File: src/hdl/cls_pkg.sv
`default_nettype none

package cls_pkg;

  // Field widths of the channels
  localparam int unsigned CharW     = 8;
  localparam int unsigned SensorW   = 10;
  localparam int unsigned CoilW     = 4;
  localparam int unsigned StepsOutW = 16;
  localparam int unsigned CodeWordW = 32;
  localparam int unsigned OpenStepsW = 16;
  localparam int unsigned CfgIdxW   = 2;
  localparam int unsigned CfgDataW  = 32;

  // Configuration register indexes
  localparam logic [CfgIdxW-1:0] REG_CODE_WORD          = 2'd0;
  localparam logic [CfgIdxW-1:0] REG_OPEN_STEPS         = 2'd1;
  localparam logic [CfgIdxW-1:0] REG_OBSTACLE_THRESHOLD = 2'd2;

  // Configuration reset values
  localparam logic [CodeWordW-1:0]  CODE_WORD_RST  = 32'h3333_3434;
  localparam logic [OpenStepsW-1:0] OPEN_STEPS_RST = 16'd900;
  localparam logic [SensorW-1:0]    THRESHOLD_RST  = 10'd1000;

  typedef enum logic [1:0] {
    MODE_IDLE      = 2'd0,
    MODE_OPENING   = 2'd1,
    MODE_CLOSING   = 2'd2,
    MODE_REOPENING = 2'd3
  } mode_e;

  typedef enum logic [1:0] {
    VERDICT_NONE   = 2'd0,
    VERDICT_ACCEPT = 2'd1,
    VERDICT_REJECT = 2'd2
  } verdict_e;

  // Motor status handed from the drive logic to the result register
  typedef struct packed {
    logic [CoilW-1:0]     coils;
    mode_e                mode;
    logic [StepsOutW-1:0] steps;
  } motor_st_t;

  // Phase patterns: each phase sets one coil and clears another
  localparam logic [CoilW-1:0] FWD_SET [4] = '{4'h1, 4'h2, 4'h4, 4'h8};
  localparam logic [CoilW-1:0] FWD_CLR [4] = '{4'h4, 4'h8, 4'h1, 4'h2};
  localparam logic [CoilW-1:0] REV_SET [4] = '{4'h8, 4'h4, 4'h2, 4'h1};
  localparam logic [CoilW-1:0] REV_CLR [4] = '{4'h2, 4'h1, 4'h8, 4'h4};

  function automatic logic [CoilW-1:0] coil_next(
    input logic [CoilW-1:0] coils,
    input logic             rev,
    input logic [1:0]       ph
  );
    logic [CoilW-1:0] res;
    if (rev) begin
      res = (coils | REV_SET[ph]) & ~REV_CLR[ph];
    end else begin
      res = (coils | FWD_SET[ph]) & ~FWD_CLR[ph];
    end
    return res;
  endfunction

endpackage

`default_nettype wire

File: src/hdl/cls_if.sv
`default_nettype none

// Input item channel
interface cls_in_if;
  logic                        valid;
  logic                        ready;
  logic                        action;
  logic [cls_pkg::CharW-1:0]   char_code;
  logic [cls_pkg::SensorW-1:0] sensor_level;

  modport source (output valid, output action, output char_code, output sensor_level,
                  input ready);
  modport sink   (input valid, input action, input char_code, input sensor_level,
                  output ready);
endinterface

// Result item channel
interface cls_out_if;
  logic                          valid;
  logic                          ready;
  logic [cls_pkg::CoilW-1:0]     coil_drive;
  logic [1:0]                    door_mode;
  logic [1:0]                    entered_count;
  logic [1:0]                    code_verdict;
  logic [cls_pkg::StepsOutW-1:0] steps_done;

  modport source (output valid, output coil_drive, output door_mode, output entered_count,
                  output code_verdict, output steps_done, input ready);
  modport sink   (input valid, input coil_drive, input door_mode, input entered_count,
                  input code_verdict, input steps_done, output ready);
endinterface

// Configuration write channel
interface cls_cfg_if;
  logic                         valid;
  logic                         ready;
  logic [cls_pkg::CfgIdxW-1:0]  index;
  logic [cls_pkg::CfgDataW-1:0] data;

  modport source (output valid, output index, output data, input ready);
  modport sink   (input valid, input index, input data, output ready);
endinterface

`default_nettype wire

File: src/hdl/code_lock_stepper_door_controller_unit.sv
`default_nettype none

// Channel  Modport  Handshake     Payload
// in_i     sink     valid/ready   action, char_code, sensor_level
// out_o    source   valid/ready   coil_drive, door_mode, entered_count, code_verdict,
//                                 steps_done
// cfg_i    sink     valid/ready   index, data (ready is always high)
//
// One item per cycle sustained while the result is not stalled; an accepted item
// passes through the input register, then the entry and motor update load it into
// the result register, from which its result can leave. Reset clears the entry
// index, door mode, phase, step counters and coils, and loads the configuration
// defaults. A stalled result holds the result register; the input register still
// takes one more item.

module code_lock_stepper_door_controller_unit #(
  parameter int unsigned CODE_LENGTH = 4,
  parameter int unsigned STEP_BITS   = 16
) (
  input  wire logic clk_i,
  input  wire logic rst_ni,
  cls_in_if.sink    in_i,
  cls_out_if.source out_o,
  cls_cfg_if.sink   cfg_i
);
  import cls_pkg::*;

  // Configuration registers
  logic [CodeWordW-1:0]  code_word_q;
  logic [OpenStepsW-1:0] open_steps_q;
  logic [SensorW-1:0]    threshold_q;

  // Input register
  logic               in_valid_q;
  logic               in_action_q;
  logic [CharW-1:0]   in_char_q;
  logic [SensorW-1:0] in_sensor_q;

  // Result register
  logic                 out_valid_q;
  logic [CoilW-1:0]     out_coil_q;
  mode_e                out_mode_q;
  logic [1:0]           out_count_q;
  verdict_e             out_verdict_q;
  logic [StepsOutW-1:0] out_steps_q;

  logic      adv;
  logic      in_ready;
  logic      door_idle;
  logic      start_open;
  verdict_e  verdict;
  logic [1:0] count;
  motor_st_t motor_st;

  assign adv      = in_valid_q && (!out_valid_q || out_o.ready);
  assign in_ready = !in_valid_q || adv;
  assign in_i.ready  = in_ready;
  assign cfg_i.ready = 1'b1;

  // Take configuration writes
  always_ff @(posedge clk_i or negedge rst_ni) begin
    if (!rst_ni) begin
      code_word_q  <= CODE_WORD_RST;
      open_steps_q <= OPEN_STEPS_RST;
      threshold_q  <= THRESHOLD_RST;
    end else if (cfg_i.valid) begin
      case (cfg_i.index)
        REG_CODE_WORD:          code_word_q  <= cfg_i.data;
        REG_OPEN_STEPS:         open_steps_q <= OpenStepsW'(cfg_i.data);
        REG_OBSTACLE_THRESHOLD: threshold_q  <= SensorW'(cfg_i.data);
        default: ;
      endcase
    end
  end

  // Hold the input item until it moves on
  always_ff @(posedge clk_i or negedge rst_ni) begin
    if (!rst_ni) begin
      in_valid_q <= 1'b0;
    end else if (in_i.valid && in_ready) begin
      in_valid_q <= 1'b1;
    end else if (adv) begin
      in_valid_q <= 1'b0;
    end
  end

  always_ff @(posedge clk_i) begin
    if (in_i.valid && in_ready) begin
      in_action_q <= in_i.action;
      in_char_q   <= in_i.char_code;
      in_sensor_q <= in_i.sensor_level;
    end
  end

  cls_entry #(
    .CODE_LENGTH (CODE_LENGTH)
  ) u_entry (
    .clk_i        (clk_i),
    .rst_ni       (rst_ni),
    .char_fire_i  (adv && !in_action_q),
    .door_idle_i  (door_idle),
    .char_code_i  (in_char_q),
    .code_word_i  (code_word_q),
    .verdict_o    (verdict),
    .count_o      (count),
    .start_open_o (start_open)
  );

  cls_motor #(
    .STEP_BITS (STEP_BITS)
  ) u_motor (
    .clk_i        (clk_i),
    .rst_ni       (rst_ni),
    .tick_i       (adv && in_action_q),
    .start_open_i (start_open),
    .sensor_i     (in_sensor_q),
    .open_steps_i (open_steps_q),
    .threshold_i  (threshold_q),
    .st_o         (motor_st),
    .idle_o       (door_idle)
  );

  // Load the result and drop it once taken
  always_ff @(posedge clk_i or negedge rst_ni) begin
    if (!rst_ni) begin
      out_valid_q <= 1'b0;
    end else if (adv) begin
      out_valid_q <= 1'b1;
    end else if (out_o.ready) begin
      out_valid_q <= 1'b0;
    end
  end

  always_ff @(posedge clk_i) begin
    if (adv) begin
      out_coil_q    <= motor_st.coils;
      out_mode_q    <= motor_st.mode;
      out_count_q   <= count;
      out_verdict_q <= verdict;
      out_steps_q   <= motor_st.steps;
    end
  end

  assign out_o.valid         = out_valid_q;
  assign out_o.coil_drive    = out_coil_q;
  assign out_o.door_mode     = out_mode_q;
  assign out_o.entered_count = out_count_q;
  assign out_o.code_verdict  = out_verdict_q;
  assign out_o.steps_done    = out_steps_q;

`ifndef SYNTH
  // An accepted code always starts an opening travel
  a_accept_opens: assert property (@(posedge clk_i) disable iff (!rst_ni)
    (out_valid_q && (out_verdict_q == VERDICT_ACCEPT)) |-> (out_mode_q == MODE_OPENING))
    else $error("accepted code without opening");

  // A verdict always clears the entry
  a_verdict_clears: assert property (@(posedge clk_i) disable iff (!rst_ni)
    (out_valid_q && (out_verdict_q != VERDICT_NONE)) |-> (out_count_q == 2'd0))
    else $error("entry not cleared after verdict");

  // No characters are collected while the door moves
  a_moving_no_entry: assert property (@(posedge clk_i) disable iff (!rst_ni)
    (out_valid_q && (out_mode_q != MODE_IDLE)) |-> (out_count_q == 2'd0))
    else $error("characters collected while moving");

  // A stalled result keeps the input item waiting
  a_input_held: assert property (@(posedge clk_i) disable iff (!rst_ni)
    (in_valid_q && out_valid_q && !out_o.ready) |=> in_valid_q)
    else $error("input item lost under stall");
`endif

endmodule

`default_nettype wire

File: src/hdl/cls_entry.sv
`default_nettype none

module cls_entry #(
  parameter int unsigned CODE_LENGTH = 4
) (
  input  wire logic                            clk_i,
  input  wire logic                            rst_ni,
  input  wire logic                            char_fire_i,
  input  wire logic                            door_idle_i,
  input  wire logic [cls_pkg::CharW-1:0]       char_code_i,
  input  wire logic [cls_pkg::CodeWordW-1:0]   code_word_i,
  output cls_pkg::verdict_e                    verdict_o,
  output logic [1:0]                           count_o,
  output logic                                 start_open_o
);
  import cls_pkg::*;

  localparam int unsigned IdxW = (CODE_LENGTH > 1) ? $clog2(CODE_LENGTH) : 1;
  localparam logic [IdxW-1:0] LastIdx = IdxW'(CODE_LENGTH - 1);

  logic [IdxW-1:0]      idx_q, idx_d;
  logic [CharW-1:0]     buf_q [CODE_LENGTH];
  logic [CODE_LENGTH-1:0] hit;
  logic                 take;
  logic                 last;
  logic                 match;

  assign take = char_fire_i && door_idle_i;
  assign last = (idx_q == LastIdx);

  // Compare each position; the character at hand stands in for its own slot
  for (genvar i = 0; i < CODE_LENGTH; i++) begin : g_cmp
    localparam int Shift = 8 * (CODE_LENGTH - 1 - i);
    logic [CharW-1:0] want;
    logic [CharW-1:0] got;
    if (Shift < 32) begin : g_in
      assign want = code_word_i[Shift +: 8];
    end else begin : g_out
      assign want = '0;
    end
    assign got    = (idx_q == IdxW'(i)) ? char_code_i : buf_q[i];
    assign hit[i] = (got == want);
  end

  assign match = &hit;

  // Advance the entry index and judge the code on the last character
  always_comb begin
    idx_d        = idx_q;
    verdict_o    = VERDICT_NONE;
    start_open_o = 1'b0;
    if (take) begin
      if (last) begin
        idx_d        = '0;
        verdict_o    = match ? VERDICT_ACCEPT : VERDICT_REJECT;
        start_open_o = match;
      end else begin
        idx_d = idx_q + 1'b1;
      end
    end
  end

  assign count_o = 2'(idx_d);

  always_ff @(posedge clk_i or negedge rst_ni) begin
    if (!rst_ni) begin
      idx_q <= '0;
    end else begin
      idx_q <= idx_d;
    end
  end

  // Store the character; no reset needed since all slots fill before a compare
  always_ff @(posedge clk_i) begin
    if (take) begin
      buf_q[idx_q] <= char_code_i;
    end
  end

endmodule

`default_nettype wire

File: src/hdl/cls_motor.sv
`default_nettype none

module cls_motor #(
  parameter int unsigned STEP_BITS = 16
) (
  input  wire logic                           clk_i,
  input  wire logic                           rst_ni,
  input  wire logic                           tick_i,
  input  wire logic                           start_open_i,
  input  wire logic [cls_pkg::SensorW-1:0]    sensor_i,
  input  wire logic [cls_pkg::OpenStepsW-1:0] open_steps_i,
  input  wire logic [cls_pkg::SensorW-1:0]    threshold_i,
  output cls_pkg::motor_st_t                  st_o,
  output logic                                idle_o
);
  import cls_pkg::*;

  localparam logic [STEP_BITS-1:0] StepMax = '1;

  mode_e                mode_q, mode_d;
  logic [1:0]           ph_q, ph_d;
  logic [STEP_BITS-1:0] sc_q, sc_d;
  logic [STEP_BITS-1:0] tg_q, tg_d;
  logic [CoilW-1:0]     coil_q, coil_d;

  logic [STEP_BITS-1:0] tmax;
  logic [STEP_BITS-1:0] sc_inc;
  logic                 obst;
  logic                 go;
  mode_e                mv_mode;

  // Saturate the travel length to the step counter width
  assign tmax = (32'(open_steps_i) > 32'(StepMax)) ? StepMax : STEP_BITS'(open_steps_i);
  assign obst = (sensor_i > threshold_i);
  assign sc_inc = sc_q + 1'b1;

  // Resolve travel ends and obstacles at a step start, then drive one phase
  always_comb begin
    mode_d  = mode_q;
    ph_d    = ph_q;
    sc_d    = sc_q;
    tg_d    = tg_q;
    coil_d  = coil_q;
    go      = 1'b0;
    mv_mode = mode_q;
    if (start_open_i) begin
      mode_d = MODE_OPENING;
      sc_d   = '0;
      tg_d   = tmax;
      ph_d   = '0;
    end else if (tick_i && (mode_q != MODE_IDLE)) begin
      go = 1'b1;
      if (ph_q == 2'd0) begin
        if (sc_q >= tg_q) begin
          if (mode_q == MODE_CLOSING) begin
            mode_d = MODE_IDLE;
            go     = 1'b0;
          end else begin
            mode_d  = MODE_CLOSING;
            mv_mode = MODE_CLOSING;
            sc_d    = '0;
            tg_d    = tmax;
            if (tmax == '0) begin
              mode_d = MODE_IDLE;
              go     = 1'b0;
            end else if (obst) begin
              go = 1'b0;
            end
          end
        end else if ((mode_q == MODE_CLOSING) && obst) begin
          if (sc_q == '0) begin
            go = 1'b0;
          end else begin
            tg_d    = sc_q;
            sc_d    = '0;
            mode_d  = MODE_REOPENING;
            mv_mode = MODE_REOPENING;
          end
        end
      end
      if (go) begin
        coil_d = coil_next(coil_q, mv_mode == MODE_CLOSING, ph_q);
        ph_d   = ph_q + 1'b1;
        // Count the full step after the fourth phase
        if (ph_q == 2'd3) begin
          sc_d = sc_inc;
          if (sc_inc >= tg_q) begin
            if (mv_mode == MODE_CLOSING) begin
              mode_d = MODE_IDLE;
            end else begin
              mode_d = MODE_CLOSING;
              sc_d   = '0;
              tg_d   = tmax;
            end
          end
        end
      end
    end
  end

  always_ff @(posedge clk_i or negedge rst_ni) begin
    if (!rst_ni) begin
      mode_q <= MODE_IDLE;
      ph_q   <= '0;
      sc_q   <= '0;
      tg_q   <= '0;
      coil_q <= '0;
    end else begin
      mode_q <= mode_d;
      ph_q   <= ph_d;
      sc_q   <= sc_d;
      tg_q   <= tg_d;
      coil_q <= coil_d;
    end
  end

  assign st_o.coils = coil_d;
  assign st_o.mode  = mode_d;
  assign st_o.steps = StepsOutW'(sc_d);
  assign idle_o     = (mode_q == MODE_IDLE);

endmodule

`default_nettype wire
File: src/flat_wrapper.sv
// flat-port wrapper written by rule: the top's interface ports become plain ports
module code_lock_stepper_door_controller_unit_flat import cls_pkg::*;
#(
  parameter int unsigned CODE_LENGTH = 4,
  parameter int unsigned STEP_BITS   = 16
)
  (clk_i, rst_ni, in_i_valid, in_i_action, in_i_char_code, in_i_sensor_level, in_i_ready, out_o_valid, out_o_coil_drive, out_o_door_mode, out_o_entered_count, out_o_code_verdict, out_o_steps_done, out_o_ready, cfg_i_valid, cfg_i_index, cfg_i_data, cfg_i_ready);
  cls_in_if in_i_i ();
  cls_out_if out_o_i ();
  cls_cfg_if cfg_i_i ();
  input  wire logic clk_i;
  input  wire logic rst_ni;
  input wire logic [$bits(in_i_i.valid)-1:0] in_i_valid;
  input wire logic [$bits(in_i_i.action)-1:0] in_i_action;
  input wire logic [$bits(in_i_i.char_code)-1:0] in_i_char_code;
  input wire logic [$bits(in_i_i.sensor_level)-1:0] in_i_sensor_level;
  output wire logic [$bits(in_i_i.ready)-1:0] in_i_ready;
  output wire logic [$bits(out_o_i.valid)-1:0] out_o_valid;
  output wire logic [$bits(out_o_i.coil_drive)-1:0] out_o_coil_drive;
  output wire logic [$bits(out_o_i.door_mode)-1:0] out_o_door_mode;
  output wire logic [$bits(out_o_i.entered_count)-1:0] out_o_entered_count;
  output wire logic [$bits(out_o_i.code_verdict)-1:0] out_o_code_verdict;
  output wire logic [$bits(out_o_i.steps_done)-1:0] out_o_steps_done;
  input wire logic [$bits(out_o_i.ready)-1:0] out_o_ready;
  input wire logic [$bits(cfg_i_i.valid)-1:0] cfg_i_valid;
  input wire logic [$bits(cfg_i_i.index)-1:0] cfg_i_index;
  input wire logic [$bits(cfg_i_i.data)-1:0] cfg_i_data;
  output wire logic [$bits(cfg_i_i.ready)-1:0] cfg_i_ready;
  assign in_i_i.valid = in_i_valid;
  assign in_i_i.action = in_i_action;
  assign in_i_i.char_code = in_i_char_code;
  assign in_i_i.sensor_level = in_i_sensor_level;
  assign in_i_ready = in_i_i.ready;
  assign out_o_valid = out_o_i.valid;
  assign out_o_coil_drive = out_o_i.coil_drive;
  assign out_o_door_mode = out_o_i.door_mode;
  assign out_o_entered_count = out_o_i.entered_count;
  assign out_o_code_verdict = out_o_i.code_verdict;
  assign out_o_steps_done = out_o_i.steps_done;
  assign out_o_i.ready = out_o_ready;
  assign cfg_i_i.valid = cfg_i_valid;
  assign cfg_i_i.index = cfg_i_index;
  assign cfg_i_i.data = cfg_i_data;
  assign cfg_i_ready = cfg_i_i.ready;
  code_lock_stepper_door_controller_unit #(.CODE_LENGTH(CODE_LENGTH), .STEP_BITS(STEP_BITS)) u_core (.clk_i(clk_i), .rst_ni(rst_ni), .in_i(in_i_i), .out_o(out_o_i), .cfg_i(cfg_i_i));
endmodule
File: config.mk
export PLATFORM = sky130hd
export DESIGN_NAME = code_lock_stepper_door_controller_unit_flat
export DESIGN_NICKNAME = d
export VERILOG_FILES = /design/src/hdl/cls_pkg.sv /design/src/hdl/cls_if.sv /design/src/hdl/code_lock_stepper_door_controller_unit.sv /design/src/hdl/cls_entry.sv /design/src/hdl/cls_motor.sv /design/src/flat_wrapper.sv
export SDC_FILE = /design/constraint.sdc
export NUM_CORES = 1
export LEC_CHECK = 0
export BUFFER_PORTS_ARGS = -buffer_cell sky130_fd_sc_hd__buf_4
export CORE_ASPECT_RATIO = 0.7
export CORE_MARGIN = 2
export CORE_UTILIZATION = 58
export CTS_BUF_LIST = sky130_fd_sc_hd__clkbuf_4
export DETAILED_ROUTE_END_ITERATION = 12
export GPL_TIMING_DRIVEN = 1
export PLACE_DENSITY = 0.86
export SLEW_MARGIN = 20
export SYNTH_ARGS = -nofsm -noshare
export SYNTH_HDL_FRONTEND = slang
export SYNTH_SLANG_ARGS = --single-unit
File: constraint.sdc
create_clock -name clk_i -period 5 [get_ports clk_i]
set_input_delay 1.25 -clock clk_i [delete_from_list [all_inputs] [get_ports clk_i]]
set_output_delay 1.25 -clock clk_i [all_outputs]
set_load 0.005 [all_outputs]
==> results.md <==
* CP Launch Type: register
* Period utilization at 92.2%
* Setup TNS at 0 ps
* Layout cells sized above 1 at 27.9%
* Largest net degree at the start of global routing at 70
* Vias in the first global route at 5996
* Commonest non-fill, non-tap cells in the layout: 92 x buf_4, 78 x dfrtp_1, 77 x edfxtp_1, 58 x mux2_2
* RSZ-0062 raised after global routing: no
* CP Max Fanout at 7
* Slew margin rel. at 39.4%
* Wire per inst at 19.5 um
* Worst r2r src: u_core.u_motor.sc_q[0]$_DFF_PN0_
* Net count after synthesis at 847
* Req. time, crit path at 5400 ps
* Final setup violation count at 0
* F_max at 217 MHz
* CTS Buf Count at 17
* Hold_buf cts at 0
* Sequential fraction of the synthesis area at 53.3%
* Worst hold start: u_core.in_valid_q$_DFFE_PN0P_
* Arr. time, crit path at 5010 ps
* Mapped Area at 9190 um2
* # fillers at 1144
* Full die area at 16900 um2
* Die span in x at 154 um
* Total grt overflow at 0
* Hold Violations, Final at 0
* RD Place Congestion at 0.915
* Via count at 6275
* Initial Util at 59.3%
* Later-pin clock latency in the skew report at 600 ps
* Worst vdd ir at 0.165 mV
* Initial antenna violation count at 0
* Drt via density at 6.07
* Leading cell type in the layout, fill and taps excluded: buf_4
* # clock sinks at 179
* Gates resized, CTS repair at 0
* Clock root cell: clkbuf_4
* CP Launch Point: u_core.u_motor.sc_q[0]$_DFF_PN0_
* Worst-case clock buffer depth at 2
* Syn avg cell area at 12.4 um2
* Yosys cell types at 74
* DP HPWL at 14.6 mm
* DIE HEIGHT at 109 um
* Num rows at 38
* Max H-tree Level at 4
* ANT nets after route at 0
* Crit. End Element: register
* Worst-margin pin slew at 909 ps
* Fin Clk Skew at 20.4 ps
* TritonCTS clock tree: yes
* Clk pin slew, worst setup/hold paths at 150 ps
* Minimum clock period at 4610 ps
* Ports at 87
* Power Dens Cells at 319 nW/um2
* Status: finished clean
* Routed WL at 20.2 mm
* Post-Syn Instances at 739
* Max-Cap Viols at 0
* Crit path kind: register to register
* Seq cells post-synth at 179
* Core Box Area at 15500 um2
* First-pass GRT wire length at 32.1 mm
* WHS at 505 ps
* Hold crit path type: register to register
* Area Growth Syn to Fin at 11.9%
* I/O Buffers at 85
* Leakage at 4.06 nW
* Post-synth EDFFs at 77
* GRT Util Overall at 24.9%
* Initial DRC count at 524
* NumNets Final at 929
* Setup bufs post-CTS at 0
* # diodes at 0
* Post-synth ARST share at 57.0%
* YS warnings at 0
* TritonRoute pass-1 iters at 5
* Fin. max-slew vios at 0
* Primary FF master, synth: dfrtp_1
* # DRC at 0
-- sequential cells by signal, summed over array words and instances (netlist names) --
register and cells:
u_core.u_motor.sc_q 16, u_core.out_o.code_verdict 2, u_core.out_o.steps_done 16, u_core.u_motor.ph_q 2, u_core.in_sensor_q 10, u_core.u_motor.coil_q 4, u_core.in_char_q 8, u_core.u_entry.buf_q 32
u_core.u_motor.mode_q 2, u_core.out_o.entered_count 2, u_core.u_motor.tg_q 16, u_core.in_action_q 1, u_core.in_valid_q 1, u_core.out_o.valid 1, u_core.u_entry.idx_q 2, u_core.threshold_q 10
u_core.out_o.coil_drive 4, u_core.out_o.door_mode 2, u_core.code_word_q 32, u_core.open_steps_q 16
-- layout make-up --
cell class	count	area (um2)	share of cell area, %
Sequential cell	179	4890	47.6
Multi-Input combinational cell	489	4000	38.9
Timing Repair Buffer	92	691	6.72
Tap cell	200	250	2.43
Clock inverter	15	166	1.62
Inverter	42	158	1.53
Clock buffer	17	128	1.24
-- path summary, 6_finish.rpt --
path	to	slack [ps]	cells after the start
setup reg to reg	u_core.out_o.steps_done[7]$_DFFE_PP_	390	15
min in group asynchronous	u_core.u_motor.sc_q[2]$_DFF_PN0_	760	1
hold / removal	u_core.out_o.valid$_DFFE_PN0P_	510	1
setup / recovery	u_core.out_o.steps_done[7]$_DFFE_PP_	390	15
max in group asynchronous	u_core.code_word_q[13]$_DFFE_PN1P_	3200	2
hold reg to reg	u_core.out_o.valid$_DFFE_PN0P_	510	1
-- report_power, final --
part | switching (mW) | internal [mW] | leakage, nW
Clock | 0.561 | 0.272 | 0.157
Combinational | 0.312 | 0.319 | 1.96
Sequential | 0.108 | 1.71 | 1.94
Total | 0.981 | 2.30 | 4.06
-- Yosys cell counts, types with 3 or more instances --
library cell  count  area share, %
mux2i_1          32            3.5
xor2_1            5           0.48
o21ai_0          10           0.54
o22ai_1           3           0.20
xnor2_1          40            3.8
nor4_1           16            1.1
a211oi_1          3           0.25
o21ai_1           7           0.38
o21ai_2           4           0.38
ha_1             50            6.8
a21oi_1          27            1.5
and3_1            4           0.27
nand2b_1          9           0.61
nand3b_1          4           0.33
and4_1            4           0.38
a21o_1           10           0.82
nand4_1           6           0.41
nand3_1           5           0.27
clkbuf_1         13           0.53
a32o_1           11            1.2
a22oi_1          23            1.9
nor2b_1           6           0.41
mux2_2           58            7.1
a221o_1          10            1.1
edfxtp_1         77             25
inv_1            42            1.7
buf_2            11           0.60
and2_1            7           0.48
nand2_1          50            2.0
nor3_1            9           0.49
dfrtp_1          78             21
nand3_2           3           0.33
dfstp_2          24            6.9
nor2_1           26            1.1
-- critical path, cell delays in order, from the launching register on --
cell      delay, ps
dfrtp_1         530
ha_1            270
nand3_1         200
nor2_1          280
and3_1          280
and3_1          260
and3_1          250
nand3_1         110
xnor2_1         250
ha_1            290
a21o_1          170
a221oi_2        600
nand2b_1        300
nor2b_1         210
nand2_1         100
o32ai_1         320
-- kinds of logic after synthesis --
group / synth area share (%)
DFF: 53.3
xor gates and xnor gates: 4.47
AOI/OAI and AO/OA: 12.3
buffers and inverters: 3.30
and+or+nand+nor: 9.19
adders and majority gates: 6.81
other: 0.0408
muxes: 10.6
-- metrics by stage --
stage	power, mW	setup WS, ps	instance area, um2	instances	utilization, %
2_1_floorplan	2.26	1120	9190	739	-
3_3_place_gp	2.44	600	9990	1002	64.4
3_5_place_dp	2.47	423	9990	1002	64.4
4_1_cts	3.30	395	10300	1034	66.3
5_1_grt	3.43	18.1	10300	1034	66.3
6_report	3.28	391	10300	1034	66.3
-- metal layers --
layer / track usage, % / vias to the layer above / share of wire (%)
li1: - / 2911 / -
met1: 37.3 / 3110 / 47
met2: 37.1 / 237 / 44
met3: 5.79 / 17 / 7.1
met4: 6.55 / 0 / 1.1
met5: 0 / - / 0
Note: power is estimated with default switching activity, not from simulation.
